[config.mk]
export PLATFORM = sky130hd
export DESIGN_NAME = shtp_sensor_report_parser
export DESIGN_NICKNAME = d
export VERILOG_FILES = /design/src/design/shtp_pkg.sv /design/src/design/shtp_frame.sv /design/src/design/shtp_decode.sv /design/src/design/shtp_sensor_report_parser.sv
export SDC_FILE = /design/constraint.sdc
export NUM_CORES = 1
export LEC_CHECK = 0
export BUFFER_PORTS_ARGS = -buffer_cell sky130_fd_sc_hd__buf_2
export CELL_PAD_IN_SITES_DETAIL_PLACEMENT = 1
export CELL_PAD_IN_SITES_GLOBAL_PLACEMENT = 1
export CORE_MARGIN = 5
export CORE_UTILIZATION = 45
export DETAILED_ROUTE_END_ITERATION = 10
export HOLD_SLACK_MARGIN = 0.03
export MAX_ROUTING_LAYER = met4
export PLACE_DENSITY = 0.82
export SLEW_MARGIN = 25
export SYNTH_ARGS = -nofsm -noshare
export SYNTH_HDL_FRONTEND = slang
export SYNTH_SLANG_ARGS = --single-unit
[constraint.sdc]
create_clock -name clk -period 7.1 [get_ports clk]
set_input_delay 2.13 -clock clk [delete_from_list [all_inputs] [get_ports clk]]
set_output_delay 2.13 -clock clk [all_outputs]
set_load 0.02 [all_outputs]
[src/design/shtp_pkg.sv]
package shtp_pkg;

	// Payload channels of the sensor hub transport
	localparam logic [2:0] CH_RESET = 3'd1;
	localparam logic [2:0] CH_CMD   = 3'd2;
	localparam logic [2:0] CH_INPUT = 3'd3;
	localparam logic [2:0] CH_WAKE  = 3'd4;
	localparam logic [7:0] CH_LIMIT = 8'd6;

	// Marker bytes
	localparam logic [7:0] RESET_DONE_BYTE = 8'h01;
	localparam logic [7:0] CMD_RESP_ID     = 8'hF1;
	localparam logic [7:0] ID_TIMESTAMP    = 8'hFB;
	localparam logic [2:0] TS_SKIP         = 3'd4;
	localparam logic [3:0] CMD_LAST_POS    = 4'd8;

	// Sensor report IDs
	localparam logic [7:0] ID_ACCEL    = 8'h01;
	localparam logic [7:0] ID_GYRO     = 8'h02;
	localparam logic [7:0] ID_MAG      = 8'h03;
	localparam logic [7:0] ID_LIN_ACC  = 8'h04;
	localparam logic [7:0] ID_ROT_VEC  = 8'h05;
	localparam logic [7:0] ID_GRAVITY  = 8'h06;
	localparam logic [7:0] ID_GAME_ROT = 8'h08;
	localparam logic [7:0] ID_GEO_ROT  = 8'h09;
	localparam logic [7:0] ID_ARVR_ROT = 8'h28;

	// Result kinds
	localparam logic [2:0] KIND_QUAT  = 3'd0;
	localparam logic [2:0] KIND_GYRO  = 3'd1;
	localparam logic [2:0] KIND_ACCEL = 3'd2;
	localparam logic [2:0] KIND_MAG   = 3'd3;
	localparam logic [2:0] KIND_RESET = 3'd4;
	localparam logic [2:0] KIND_CMD   = 3'd5;

	localparam int BUF_DEPTH = 14;
	localparam logic [3:0] BUF_LAST = 4'd14;

	// Framer to decoder: what the current byte means
	typedef struct packed {
		logic       start_pkt;
		logic       pay;
		logic [2:0] chan;
		logic       pos0;
		logic       lt9;
		logic [3:0] idx;
	} pay_ev_t;

	typedef struct packed {
		logic [2:0]  kind;
		logic [1:0]  status;
		logic [15:0] x;
		logic [15:0] y;
		logic [15:0] z;
		logic [15:0] w;
		logic [15:0] acc;
	} result_t;

	// Report length by ID, zero for an unknown ID
	function automatic logic [3:0] rpt_len(input logic [7:0] id);
		logic [3:0] l;
		case (id) inside
			ID_ACCEL, ID_GYRO, ID_MAG, ID_LIN_ACC, ID_GRAVITY: l = 4'd10;
			ID_GAME_ROT:                                       l = 4'd12;
			ID_ROT_VEC, ID_GEO_ROT, ID_ARVR_ROT:               l = 4'd14;
			default:                                           l = 4'd0;
		endcase
		return l;
	endfunction

endpackage

[src/design/shtp_frame.sv]
module shtp_frame #(
	parameter int KEEP_BYTES       = 128,
	parameter int MAX_PACKET_BYTES = 512
) (
	input  logic                clk,
	input  logic                arst_n,
	input  logic                en,
	input  logic [7:0]          rx_byte,
	input  logic                frame_start,
	output shtp_pkg::pay_ev_t   ev
);

	localparam int POS_W = $clog2(KEEP_BYTES + 1);

	typedef enum logic [2:0] {
		PH_IDLE    = 3'b001,
		PH_HEADER  = 3'b010,
		PH_PAYLOAD = 3'b100
	} phase_t;

	phase_t           phase_q, phase_d, ph;
	logic [POS_W-1:0] pos_q, pos_d, ps, pos_inc, kept_q, kept_d;
	logic [7:0]       len_lo_q, len_lo_d;
	logic [2:0]       chan_q, chan_d;
	logic [14:0]      len15, body;

	assign len15   = {rx_byte[6:0], len_lo_q};
	assign body    = len15 - 15'd4;
	assign pos_inc = pos_q + POS_W'(1);

	// Header decode and payload position tracking
	always_comb begin
		phase_d  = phase_q;
		pos_d    = pos_q;
		len_lo_d = len_lo_q;
		chan_d   = chan_q;
		kept_d   = kept_q;
		ev       = '0;
		ev.chan  = chan_q;
		ev.idx   = pos_q[3:0];
		ev.pos0  = (pos_q == '0);
		ev.lt9   = (pos_q < POS_W'(9));
		ph       = frame_start ? PH_HEADER : phase_q;
		ps       = frame_start ? '0 : pos_q;
		unique case (ph)
			PH_HEADER: begin
				phase_d = PH_HEADER;
				if (ps == POS_W'(0)) begin
					len_lo_d = rx_byte;
					pos_d    = POS_W'(1);
				end else if (ps == POS_W'(1)) begin
					if (len15 < 15'd4 || len15 > 15'(MAX_PACKET_BYTES)) begin
						phase_d = PH_IDLE;
					end else begin
						kept_d = (body > 15'(KEEP_BYTES)) ? POS_W'(KEEP_BYTES)
							: body[POS_W-1:0];
						pos_d  = POS_W'(2);
					end
				end else if (ps == POS_W'(2)) begin
					if (rx_byte >= shtp_pkg::CH_LIMIT) begin
						phase_d = PH_IDLE;
					end else begin
						chan_d = rx_byte[2:0];
						pos_d  = POS_W'(3);
					end
				end else begin
					pos_d        = '0;
					ev.start_pkt = en;
					phase_d      = (kept_q == '0) ? PH_IDLE : PH_PAYLOAD;
				end
			end
			PH_PAYLOAD: begin
				if (pos_q >= kept_q) begin
					phase_d = PH_IDLE;
				end else begin
					ev.pay = en;
					pos_d  = pos_inc;
					if (pos_inc >= kept_q)
						phase_d = PH_IDLE;
				end
			end
			default: begin
				phase_d = phase_q;
			end
		endcase
	end

	always_ff @(posedge clk or negedge arst_n) begin
		if (!arst_n) begin
			phase_q  <= PH_IDLE;
			pos_q    <= '0;
			len_lo_q <= '0;
			chan_q   <= '0;
			kept_q   <= '0;
		end else if (en) begin
			phase_q  <= phase_d;
			pos_q    <= pos_d;
			len_lo_q <= len_lo_d;
			chan_q   <= chan_d;
			kept_q   <= kept_d;
		end
	end

endmodule

[src/design/shtp_decode.sv]
module shtp_decode (
	input  logic                clk,
	input  logic                arst_n,
	input  logic                en,
	input  logic [7:0]          rx_byte,
	input  shtp_pkg::pay_ev_t   ev,
	output logic                res_vld,
	output shtp_pkg::result_t   res
);

	logic [7:0] buf_q [shtp_pkg::BUF_DEPTH];
	logic [7:0] buf_n [shtp_pkg::BUF_DEPTH];
	logic [7:0] id_q, id_d;
	logic [3:0] len_q, len_d, off_q, off_d, off_inc, l;
	logic [2:0] skip_q, skip_d;
	logic       aband_q, aband_d;
	logic       wr_en;
	logic [3:0] wr_idx;

	assign off_inc = off_q + 4'd1;
	assign l       = shtp_pkg::rpt_len(rx_byte);

	// Buffer as seen with the current byte written in
	always_comb begin
		for (int i = 0; i < shtp_pkg::BUF_DEPTH; i++)
			buf_n[i] = (wr_en && wr_idx == 4'(i)) ? rx_byte : buf_q[i];
	end

	// Channel handling and report walk
	always_comb begin
		id_d    = id_q;
		len_d   = len_q;
		off_d   = off_q;
		skip_d  = skip_q;
		aband_d = aband_q;
		wr_en   = 1'b0;
		wr_idx  = ev.idx;
		res_vld = 1'b0;
		res     = '0;
		if (ev.start_pkt) begin
			id_d    = '0;
			len_d   = '0;
			off_d   = '0;
			skip_d  = '0;
			aband_d = 1'b0;
		end else if (ev.pay) begin
			case (ev.chan) inside
				shtp_pkg::CH_RESET: begin
					if (ev.pos0 && rx_byte == shtp_pkg::RESET_DONE_BYTE) begin
						res_vld  = 1'b1;
						res.kind = shtp_pkg::KIND_RESET;
					end
				end
				shtp_pkg::CH_CMD: begin
					if (ev.lt9) begin
						wr_en = 1'b1;
						if (ev.idx == shtp_pkg::CMD_LAST_POS &&
						    buf_n[0] == shtp_pkg::CMD_RESP_ID) begin
							res_vld  = 1'b1;
							res.kind = shtp_pkg::KIND_CMD;
							res.x    = {8'h00, buf_n[2]};
							res.y    = {8'h00, buf_n[3]};
							res.z    = {buf_n[6], buf_n[5]};
							res.w    = {buf_n[8], buf_n[7]};
						end
					end
				end
				shtp_pkg::CH_INPUT, shtp_pkg::CH_WAKE: begin
					if (aband_q) begin
						aband_d = 1'b1;
					end else if (skip_q != 3'd0) begin
						skip_d = skip_q - 3'd1;
					end else if (off_q == 4'd0) begin
						if (rx_byte == shtp_pkg::ID_TIMESTAMP) begin
							skip_d = shtp_pkg::TS_SKIP;
						end else if (l == 4'd0) begin
							aband_d = 1'b1;
						end else begin
							id_d   = rx_byte;
							len_d  = l;
							wr_en  = 1'b1;
							wr_idx = 4'd0;
							off_d  = 4'd1;
						end
					end else begin
						wr_en  = (off_q < shtp_pkg::BUF_LAST);
						wr_idx = off_q;
						off_d  = off_inc;
						if (off_inc >= len_q) begin
							off_d      = 4'd0;
							res.status = buf_n[2][1:0];
							res.x      = {buf_n[5], buf_n[4]};
							res.y      = {buf_n[7], buf_n[6]};
							res.z      = {buf_n[9], buf_n[8]};
							res_vld    = 1'b1;
							case (id_q) inside
								shtp_pkg::ID_ROT_VEC, shtp_pkg::ID_GEO_ROT,
								shtp_pkg::ID_ARVR_ROT: begin
									res.kind = shtp_pkg::KIND_QUAT;
									res.w    = {buf_n[11], buf_n[10]};
									res.acc  = {buf_n[13], buf_n[12]};
								end
								shtp_pkg::ID_GAME_ROT: begin
									res.kind = shtp_pkg::KIND_QUAT;
									res.w    = {buf_n[11], buf_n[10]};
								end
								shtp_pkg::ID_GYRO:  res.kind = shtp_pkg::KIND_GYRO;
								shtp_pkg::ID_ACCEL: res.kind = shtp_pkg::KIND_ACCEL;
								shtp_pkg::ID_MAG:   res.kind = shtp_pkg::KIND_MAG;
								default: begin
									res_vld = 1'b0;
									res     = '0;
								end
							endcase
						end
					end
				end
				default: begin
					res_vld = 1'b0;
				end
			endcase
		end
	end

	// Report buffer, written one byte at a time
	always_ff @(posedge clk) begin
		if (en && wr_en)
			buf_q[wr_idx] <= rx_byte;
	end

	always_ff @(posedge clk or negedge arst_n) begin
		if (!arst_n) begin
			id_q    <= '0;
			len_q   <= '0;
			off_q   <= '0;
			skip_q  <= '0;
			aband_q <= 1'b0;
		end else if (en) begin
			id_q    <= id_d;
			len_q   <= len_d;
			off_q   <= off_d;
			skip_q  <= skip_d;
			aband_q <= aband_d;
		end
	end

endmodule

[src/design/shtp_sensor_report_parser.sv]
// Sensor-hub packet parser. Each slave-side transfer carries one received
// byte; tuser high marks the first byte of a bus transaction. The block
// checks the 4-byte header, keeps the first KEEP_BYTES payload bytes, walks
// the sensor reports on channels 3 and 4 and sends one master-side transfer
// per finished rotation-vector, gyro, accel or magnetometer report, and for
// reset-complete (channel 1) and command responses (channel 2). One byte is
// taken every cycle unless a waiting result holds the flow; a byte passes
// the input register, and its result, if any, is written to the output
// register, raising m_tvalid, once that register is free or m_tready is
// high. s_tready follows m_tready combinationally when a result and an input byte are waiting.
module shtp_sensor_report_parser #(
	parameter int KEEP_BYTES       = 128,
	parameter int MAX_PACKET_BYTES = 512
) (
	input  logic        clk,
	input  logic        arst_n,
	input  logic        s_tvalid,
	output logic        s_tready,
	input  logic [7:0]  s_tdata,   // [7:0] rx_byte
	input  logic        s_tuser,   // frame_start
	output logic        m_tvalid,
	input  logic        m_tready,
	output logic [87:0] m_tdata,   // status[1:0] x[17:2] y[33:18] z[49:34]
	                               // w[65:50] accuracy[81:66], zero above
	output logic [2:0]  m_tuser    // kind
);

	logic              vld_s1, start_s1, advance, res_vld;
	logic [7:0]        byte_s1;
	shtp_pkg::pay_ev_t ev;
	shtp_pkg::result_t res, res_q;

	assign advance  = vld_s1 && (!m_tvalid || m_tready);
	assign s_tready = !vld_s1 || advance;

	// Input register
	always_ff @(posedge clk or negedge arst_n) begin
		if (!arst_n)
			vld_s1 <= 1'b0;
		else if (s_tready)
			vld_s1 <= s_tvalid;
	end

	always_ff @(posedge clk) begin
		if (s_tvalid && s_tready) begin
			byte_s1  <= s_tdata;
			start_s1 <= s_tuser;
		end
	end

	shtp_frame #(
		.KEEP_BYTES      (KEEP_BYTES),
		.MAX_PACKET_BYTES(MAX_PACKET_BYTES)
	) u_frame (
		.clk        (clk),
		.arst_n     (arst_n),
		.en         (advance),
		.rx_byte    (byte_s1),
		.frame_start(start_s1),
		.ev         (ev)
	);

	shtp_decode u_decode (
		.clk    (clk),
		.arst_n (arst_n),
		.en     (advance),
		.rx_byte(byte_s1),
		.ev     (ev),
		.res_vld(res_vld),
		.res    (res)
	);

	// Result register
	always_ff @(posedge clk or negedge arst_n) begin
		if (!arst_n)
			m_tvalid <= 1'b0;
		else if (advance)
			m_tvalid <= res_vld;
		else if (m_tready)
			m_tvalid <= 1'b0;
	end

	always_ff @(posedge clk) begin
		if (advance && res_vld)
			res_q <= res;
	end

	assign m_tuser = res_q.kind;
	assign m_tdata = {6'd0, res_q.acc, res_q.w, res_q.z, res_q.y, res_q.x, res_q.status};

	// Checks
	a_ready_when_empty: assert property (@(posedge clk) disable iff (!arst_n)
		!m_tvalid |-> s_tready)
		else $error("input stalled with empty result register");

	a_kind_range: assert property (@(posedge clk) disable iff (!arst_n)
		m_tvalid |-> m_tuser <= shtp_pkg::KIND_CMD)
		else $error("result kind out of range");

	a_msg_status: assert property (@(posedge clk) disable iff (!arst_n)
		m_tvalid && (m_tuser == shtp_pkg::KIND_RESET || m_tuser == shtp_pkg::KIND_CMD)
		|-> m_tdata[1:0] == 2'd0)
		else $error("status set on a message result");

	a_vec_upper_zero: assert property (@(posedge clk) disable iff (!arst_n)
		m_tvalid && (m_tuser == shtp_pkg::KIND_GYRO || m_tuser == shtp_pkg::KIND_ACCEL ||
		m_tuser == shtp_pkg::KIND_MAG) |-> m_tdata[81:50] == 32'd0)
		else $error("w or accuracy set on a three-axis result");

	a_reset_zero: assert property (@(posedge clk) disable iff (!arst_n)
		m_tvalid && m_tuser == shtp_pkg::KIND_RESET |-> m_tdata == 88'd0)
		else $error("reset-complete result carries data");

endmodule
* Yosys cells after proc, flatten, opt, wreduce, memory -nomap -nowiden
Memories as Yosys holds them, arrays and structs flattened.
Index checks and enable logic that the tools add are counted.
** Word-level totals
- Flip-flop bits (word level) :: 146
- Bits in writable memories :: 112
- Input bits :: 13
- Output and inout bits :: 93
- Logic and storage cells :: 309
- Memories :: 1
** Operators by class
- Add/subtract/negate cells :: 4
- $lt $le $gt $ge :: 9
- Eq/ne operators :: 51
- Mux-type cells :: 160
- Bitwise gates (word level) :: 8
- Reductions and logical operators :: 55
** Memory list
- u_decode.buf_q :: words 14, width 8, read ports 13, clocked after memory_dff 0, write ports 1, line shtp_decode.sv:11 : logic [7:0] buf_q [shtp_pkg::BUF_DEPTH];
** Operators with widths (number)
- 85-bit 2-to-1 mux :: 3
- 50-bit 2-to-1 mux :: 5
- 8-bit 2-to-1 mux :: 31
- 4-bit 2-to-1 mux :: 34
- 64-bit 2-to-1 mux :: 2
- 56-bit 2-to-1 mux :: 2
- 84-bit 2-to-1 mux :: 1
- 3-bit 2-to-1 mux :: 22
- 1-bit 2-to-1 mux :: 48
- 16-bit 2-to-1 mux :: 3
- 8-bit by 2-bit == test with 1-bit output (second input constant) :: 5
- 8-bit by 3-bit == test with 1-bit output (second input constant) :: 4
- 8-bit by 4-bit == test with 1-bit output (second input constant) :: 4
- 4-bit == test (second input constant) :: 7
- 8-bit by 1-bit == test with 1-bit output (second input constant) :: 3
- 8-bit logical NOT :: 3
- 1-bit logical AND :: 19
- 4-bit by 3-bit == test with 1-bit output (second input constant) :: 4
- 8-bit by 6-bit == test with 1-bit output (second input constant) :: 2
- 8-bit == test (second input constant) :: 2
- 8-bit greater-or-equal comparator :: 2
- 8-bit case mux with 2 select lines :: 1
- 15-bit by 10-bit > comparator with 1-bit output (second input constant) :: 1
- 15-bit by 8-bit > comparator with 1-bit output (second input constant) :: 1
- other kinds (37) :: 78

* Longest topological paths before layout
- Depth after elaboration :: 31
- Mapped depth :: 15

* Modules after synthesis
A second synthesis with hierarchy kept.
** Second synthesis, totals
- Cells, all modules :: 910
- Area total of the unflattened synthesis :: 11805.1 µm²
** Modules (own cells, without submodules)
- shtp_decode :: times used 1, cells an instance 563, area each 6590.1 µm², sequential area each 3598.5 µm²
- shtp_sensor_report_parser :: times used 1, cells an instance 111, area each 2980.4 µm², sequential area each 2872.8 µm²
- shtp_frame :: times used 1, cells an instance 236, area each 2234.6 µm², sequential area each 752.0 µm²

* Least setup slack after synthesis
Ideal clock, no wire load.
- Kind :: in2reg
- Start :: input port m_tready
- End :: register res_q (netlist bit m_tdata[0]) (enable)
- Setup time :: 1.044 ns
- Arrival time :: 6.085 ns
- Path slack :: -0.028 ns
- Cell stages on the path :: 10
- Path buffers :: 2
- Cell sequence :: nand2b_1 and2_1 nand4_4 nor3_4 a32o_1 buf_2 nor3_2 o2111ai_1 clkbuf_1 nand3_1
** Between the ends
- Longest elaborated chain between the ends :: 19
- Elaborated cells on any way between the ends :: 24
- Those cells by class :: 1 x eq/ne; 17 x mux; 6 x reduce/logical
** Ends and longest elaborated chain
- start, declared :: line shtp_sensor_report_parser.sv:22 : input logic m_tready,
- 1-bit logical OR (*) :: line shtp_sensor_report_parser.sv:33 : assign advance = vld_s1 && (!m_tvalid || m_tready);
- 1-bit logical AND (*) :: line shtp_sensor_report_parser.sv:33
- 1-bit 2-to-1 mux :: line shtp_frame.sv:59 : end else if (ps == POS_W'(2)) begin
- 1-bit 2-to-1 mux :: line shtp_frame.sv:51 : end else if (ps == POS_W'(1)) begin
- 1-bit 2-to-1 mux :: line shtp_frame.sv:48 : if (ps == POS_W'(0)) begin
- 1-bit 2-to-1 mux :: line shtp_frame.sv:45 : unique case (ph)
- 4-bit 2-to-1 mux :: line shtp_decode.sv:40 : if (ev.start_pkt) begin
- 4-bit logical NOT :: line shtp_decode.sv:26 : buf_n[i] = (wr_en && wr_idx == 4'(i)) ? rx_byte : buf_q[i];
- (+2 left out)
- 8-bit == test :: line shtp_decode.sv:58 : buf_n[0] == shtp_pkg::CMD_RESP_ID) begin
- 1-bit logical AND :: line shtp_decode.sv:57 : if (ev.idx == shtp_pkg::CMD_LAST_POS &&
- 1-bit 2-to-1 mux :: line shtp_decode.sv:57
- 1-bit 2-to-1 mux :: line shtp_decode.sv:55 : if (ev.lt9) begin
- 1-bit 2-to-1 mux (2 in series) :: line shtp_decode.sv:47 : case (ev.chan) inside
- 1-bit 2-to-1 mux :: line shtp_decode.sv:46 : end else if (ev.pay) begin
- 1-bit 2-to-1 mux :: line shtp_decode.sv:40
- 1-bit logical AND (*) :: line shtp_sensor_report_parser.sv:84 : if (advance && res_vld)
- end signal, assigned :: line shtp_sensor_report_parser.sv:85 : res_q <= res;
- end, declared :: line shtp_sensor_report_parser.sv:31 : shtp_pkg::result_t res, res_q;
Every way passes the cells marked *; elsewhere a longest branch is shown, timed or not.
A chain may end at the register's enable or synchronous reset.

* Worst setup path after layout
- Start :: input port m_tready
- End :: register res_q (netlist bit m_tdata[71]) (enable)
The elaborated chain is that of the path after synthesis.

==> impl_metrics.yaml <==
worst_hold_path:
  hold_end: "u_decode.id_q[4]$_DFFE_PN0P_"
  holdCritStartpoint: "u_decode.id_q[4]$_DFFE_PN0P_"
  hold_path.class: "flop to flop"
  hold_depth: 1
sta:
  clock_skew_ns: 0.0293
  slew_viol_final: 0
  finalHoldViolations: 0
  timing.final.ws_setup_ns: 1.53
  rsz0062_at_grt: "no"
  setup_viol: 0
  clock.fmax_ghz: 0.180
  relSlewSlack_pct: 33.0
  setup-tns-final_ns: 0
  period_share_pct: 78.5
  worst_pin_slew_ns: 0.991
  finalCriticalPeriod_ns: 5.57
global_route:
  grt.busiest_layer: "met2"
  grtUsageMet1_pct: 27.9
  grt_pass1_wl_microns: 47500
  grt_use_met3_pct: 3.18
  grt_max_degree: 53
  met2_usage_pct: 35.3
  track_usage_pct: 21.3
  antenna_found_initial: 0
  first_global_vias: 8188
  overflow: 0
clock_network:
  cts_buffers: 27
  postCtsSetupRepairBufs: 0
  cts_hold_buf: 0
  worstSkewPairLatency_ns: 0.54
  htreeDepth: 1
  cts-resized-gates: 0
  cts.sinks: 249
  root_buffer: "clkbuf_16"
  cts_tree: "built"
  clk_pin_slew_ns: 0.06
  cts_max_path_buffers: 3
synth:
  synth-xor-area-share_pct: 1.14
  async_flop_share_pct: 20.5
  synthMuxAreaShare_pct: 9.53
  synth_top_family_by_area: "simple AND/OR/NAND/NOR gates"
  synthAdderAreaFrac_pct: 3.03
  ys.flop_type: "edfxtp_1"
  yosysWarnings: 0
  yosys.area_share.simple_pct: 11.5
  netlist_area_sq_um: 11600
  synth-seq-cells: 249
  synth-edff-count: 198
  postSynthAreaPerCell_sq_um: 12.9
  synth.distinct_cells: 74
  synth_cells: 894
  synth_compound_area_share_pct: 8.93
  seq_area_frac_synth_pct: 62.4
power:
  p_int_w: 0.00251
  power_w: 0.00346
  power_per_cell_area_nw_per_um2: 262
  clkPwrFrac_pct: 37.1
  combPwrFrac_pct: 13.5
  p_sw_share_pct: 27.5
  switching_power_w: 0.000951
  p_leak_nw: 5.56
  pwr-share-seq_pct: 49.4
  ir_drop_mv: 0.244
floorplan:
  die-area_sq_um: 29000
  initial_core_util_pct: 45.8
  die_y_microns: 170
  coreArea_sq_um: 25300
  fp.dieW_microns: 170
  rows: 58
  io_pins: 106
layout:
  area_delta_synth_final_pct: 14.3
  instances_no_fill: 1334
  layout-drive-gt1-share_pct: 19.4
  antenna_cells: 0
  multi_input_area_sq_um: 4030
  regArea_sq_um: 7220
  n_fill_cell: 2620
  fin_nets: 1025
detailed_routing:
  drt_wl_total_microns: 30500
  num_vias: 7769
  wl_per_cell_microns: 22.9
  firstDrtPassIters: 5
  drc: 0
  antenna_left: 0
  first_iter_violations: 591
  vias_per_cell: 5.82
placed_design:
  pre_cts_slack_ns: 1.08
  gp_congestion: 0.860
  dp.cells: 1285
  io_buffer_count: 99
  dpl.hpwl_microns: 20300
critical_path:
  rrSetupSlack_ns: 2.02
  path_class: "input pin to flop"
  cp.required_ns: 7.31
  endpoint_kind: "flop"
  rr_worst_depth: 10
  r2r_end: "m_tdata[71]$_SDFFCE_PP0P_"
  cp-start-kind: "input pin"
  crit_fanout: 45
  reg2reg_from: "u_frame.pos_q[0]$_DFFE_PN0P_"
  arrival_ns: 5.78
flow_run:
  drv_cap: 0
run_status:
  status: "finished, final reports clean"
[critical path, cell delays in order]
cell	delay (ns)
buf_2	0.08
nand2b_1	0.16
nand4b_1	0.26
nor2_2	0.66
nor3_4	0.14
a32o_1	0.46
nor3_2	0.73
o2111ai_4	0.23
nand3_4	0.53
buf_12	0.33
[worst max-delay path by stage]
| stage | endpoint | slack (ns) | start |
|---|---|---|---|
| final | m_tdata[71]$_SDFFCE_PP0P_ | 1.53 | m_tready |
| after global routing | m_tdata[21]$_SDFFCE_PP0P_ | 1.29 | m_tready |
| after global placement | m_tdata[2]$_SDFFCE_PP0P_ | 1.29 | m_tready |
| after detailed placement | m_tdata[0]$_SDFFCE_PP0P_ | 1.08 | m_tready |
| after floorplan | m_tdata[0]$_SDFFCE_PP0P_ | 1.05 | m_tready |
| after CTS | m_tdata[48]$_SDFFCE_PP0P_ | 1.63 | m_tready |
[layout by cell type (no fill, tap or decap), types with 4 or more instances in the layout]
| master | instances |
|---|---|
| xor2_1 | 7 |
| inv_1 | 29 |
| o21ai_1 | 8 |
| a31oi_1 | 6 |
| and3_1 | 8 |
| nor3_1 | 15 |
| nand2b_1 | 5 |
| o21a_1 | 5 |
| a21oi_1 | 19 |
| ha_1 | 28 |
| nor4_4 | 4 |
| or4_1 | 7 |
| clkbuf_16 | 27 |
| conb_1 | 6 |
| clkinv_1 | 4 |
| clkinv_2 | 5 |
| mux2_2 | 9 |
| edfxtp_1 | 198 |
| nor3_2 | 6 |
| and2_1 | 5 |
| nor4_1 | 8 |
| o21ai_0 | 27 |
| buf_2 | 99 |
| nand3_1 | 18 |
| nand4_1 | 12 |
| nand2_1 | 52 |
| o22ai_1 | 50 |
| nand3b_1 | 4 |
| buf_4 | 18 |
| dfrtp_1 | 50 |
| clkbuf_1 | 8 |
| nor2_1 | 75 |
| mux2i_1 | 100 |
| xnor2_1 | 8 |
[cell usage after synthesis, types with 15 or more instances]
library cell	instances	area share [%]
a21oi_1	19	0.82
buf_2	15	0.65
clkbuf_1	38	1.2
dfrtp_1	50	11
edfxtp_1	198	51
ha_1	28	3.0
inv_1	29	0.94
mux2i_1	100	8.6
nand2_1	52	1.7
nand3_1	19	0.82
nor2_1	75	2.4
nor3_1	19	0.82
o21ai_0	27	1.2
o22ai_1	50	2.7
[metrics by stage]
| step | hold slack (ns) | util (%) | instance area (sq um) |
|---|---|---|---|
| global placement | 0.492 | 49.1 | 12400 |
| finish | 0.516 | 52.4 | 13200 |
| detailed placement | 0.499 | 49.2 | 12400 |
| CTS | 0.514 | 52.3 | 13200 |
| global route | 0.535 | 52.4 | 13200 |
| floorplan | 0.471 | - | 11600 |
[state kept, by name, summed over array words and instances, names as in the netlist, 4 cells and up]
signal	count
byte_s1	8
u_frame.len_lo_q	8
u_decode.id_q	8
u_decode.buf_q	104
u_frame.kept_q	8
m_tdata	82
u_decode.off_q	4
u_frame.pos_q	8
[routing by layer]
| layer | share of wire, % | up-vias |
|---|---|---|
| li1 | - | 3545 |
| met1 | 43 | 3927 |
| met2 | 50 | 244 |
| met3 | 5.5 | 53 |
| met4 | 2.2 | 0 |
| met5 | 0 | - |
[power by group through the flow]
| stage | logic [W] | clock network, W | registers [W] |
|---|---|---|---|
| after floorplan | 0.000359 | 0 | 0.00170 |
| after global placement | 0.000440 | 0 | 0.00173 |
| after detailed placement | 0.000464 | 0 | 0.00174 |
| after CTS | 0.000468 | 0.00130 | 0.00171 |
| after global routing | 0.000519 | 0.00137 | 0.00171 |
| final | 0.000468 | 0.00128 | 0.00171 |
[layout make-up]
class | instances | share of cell area [%]
clock buffers | 37 | 5.54
clock inverters | 12 | 0.483
inverters | 29 | 0.823
multi-input cells | 559 | 30.5
flip-flops and latches | 249 | 54.6
well taps | 330 | 3.12
repair buffers | 118 | 4.92
[cells by family (layout without fill, tap and decap cells)]
family,Yosys count,after routing
mux,109,109
buf+inv,91,196
other cells,1,6
fa+ha+maj,28,28
simple gates,246,246
flops,249,249
compound gates,155,155
xor+xnor,15,15
Power figures use the tool's default switching activity.
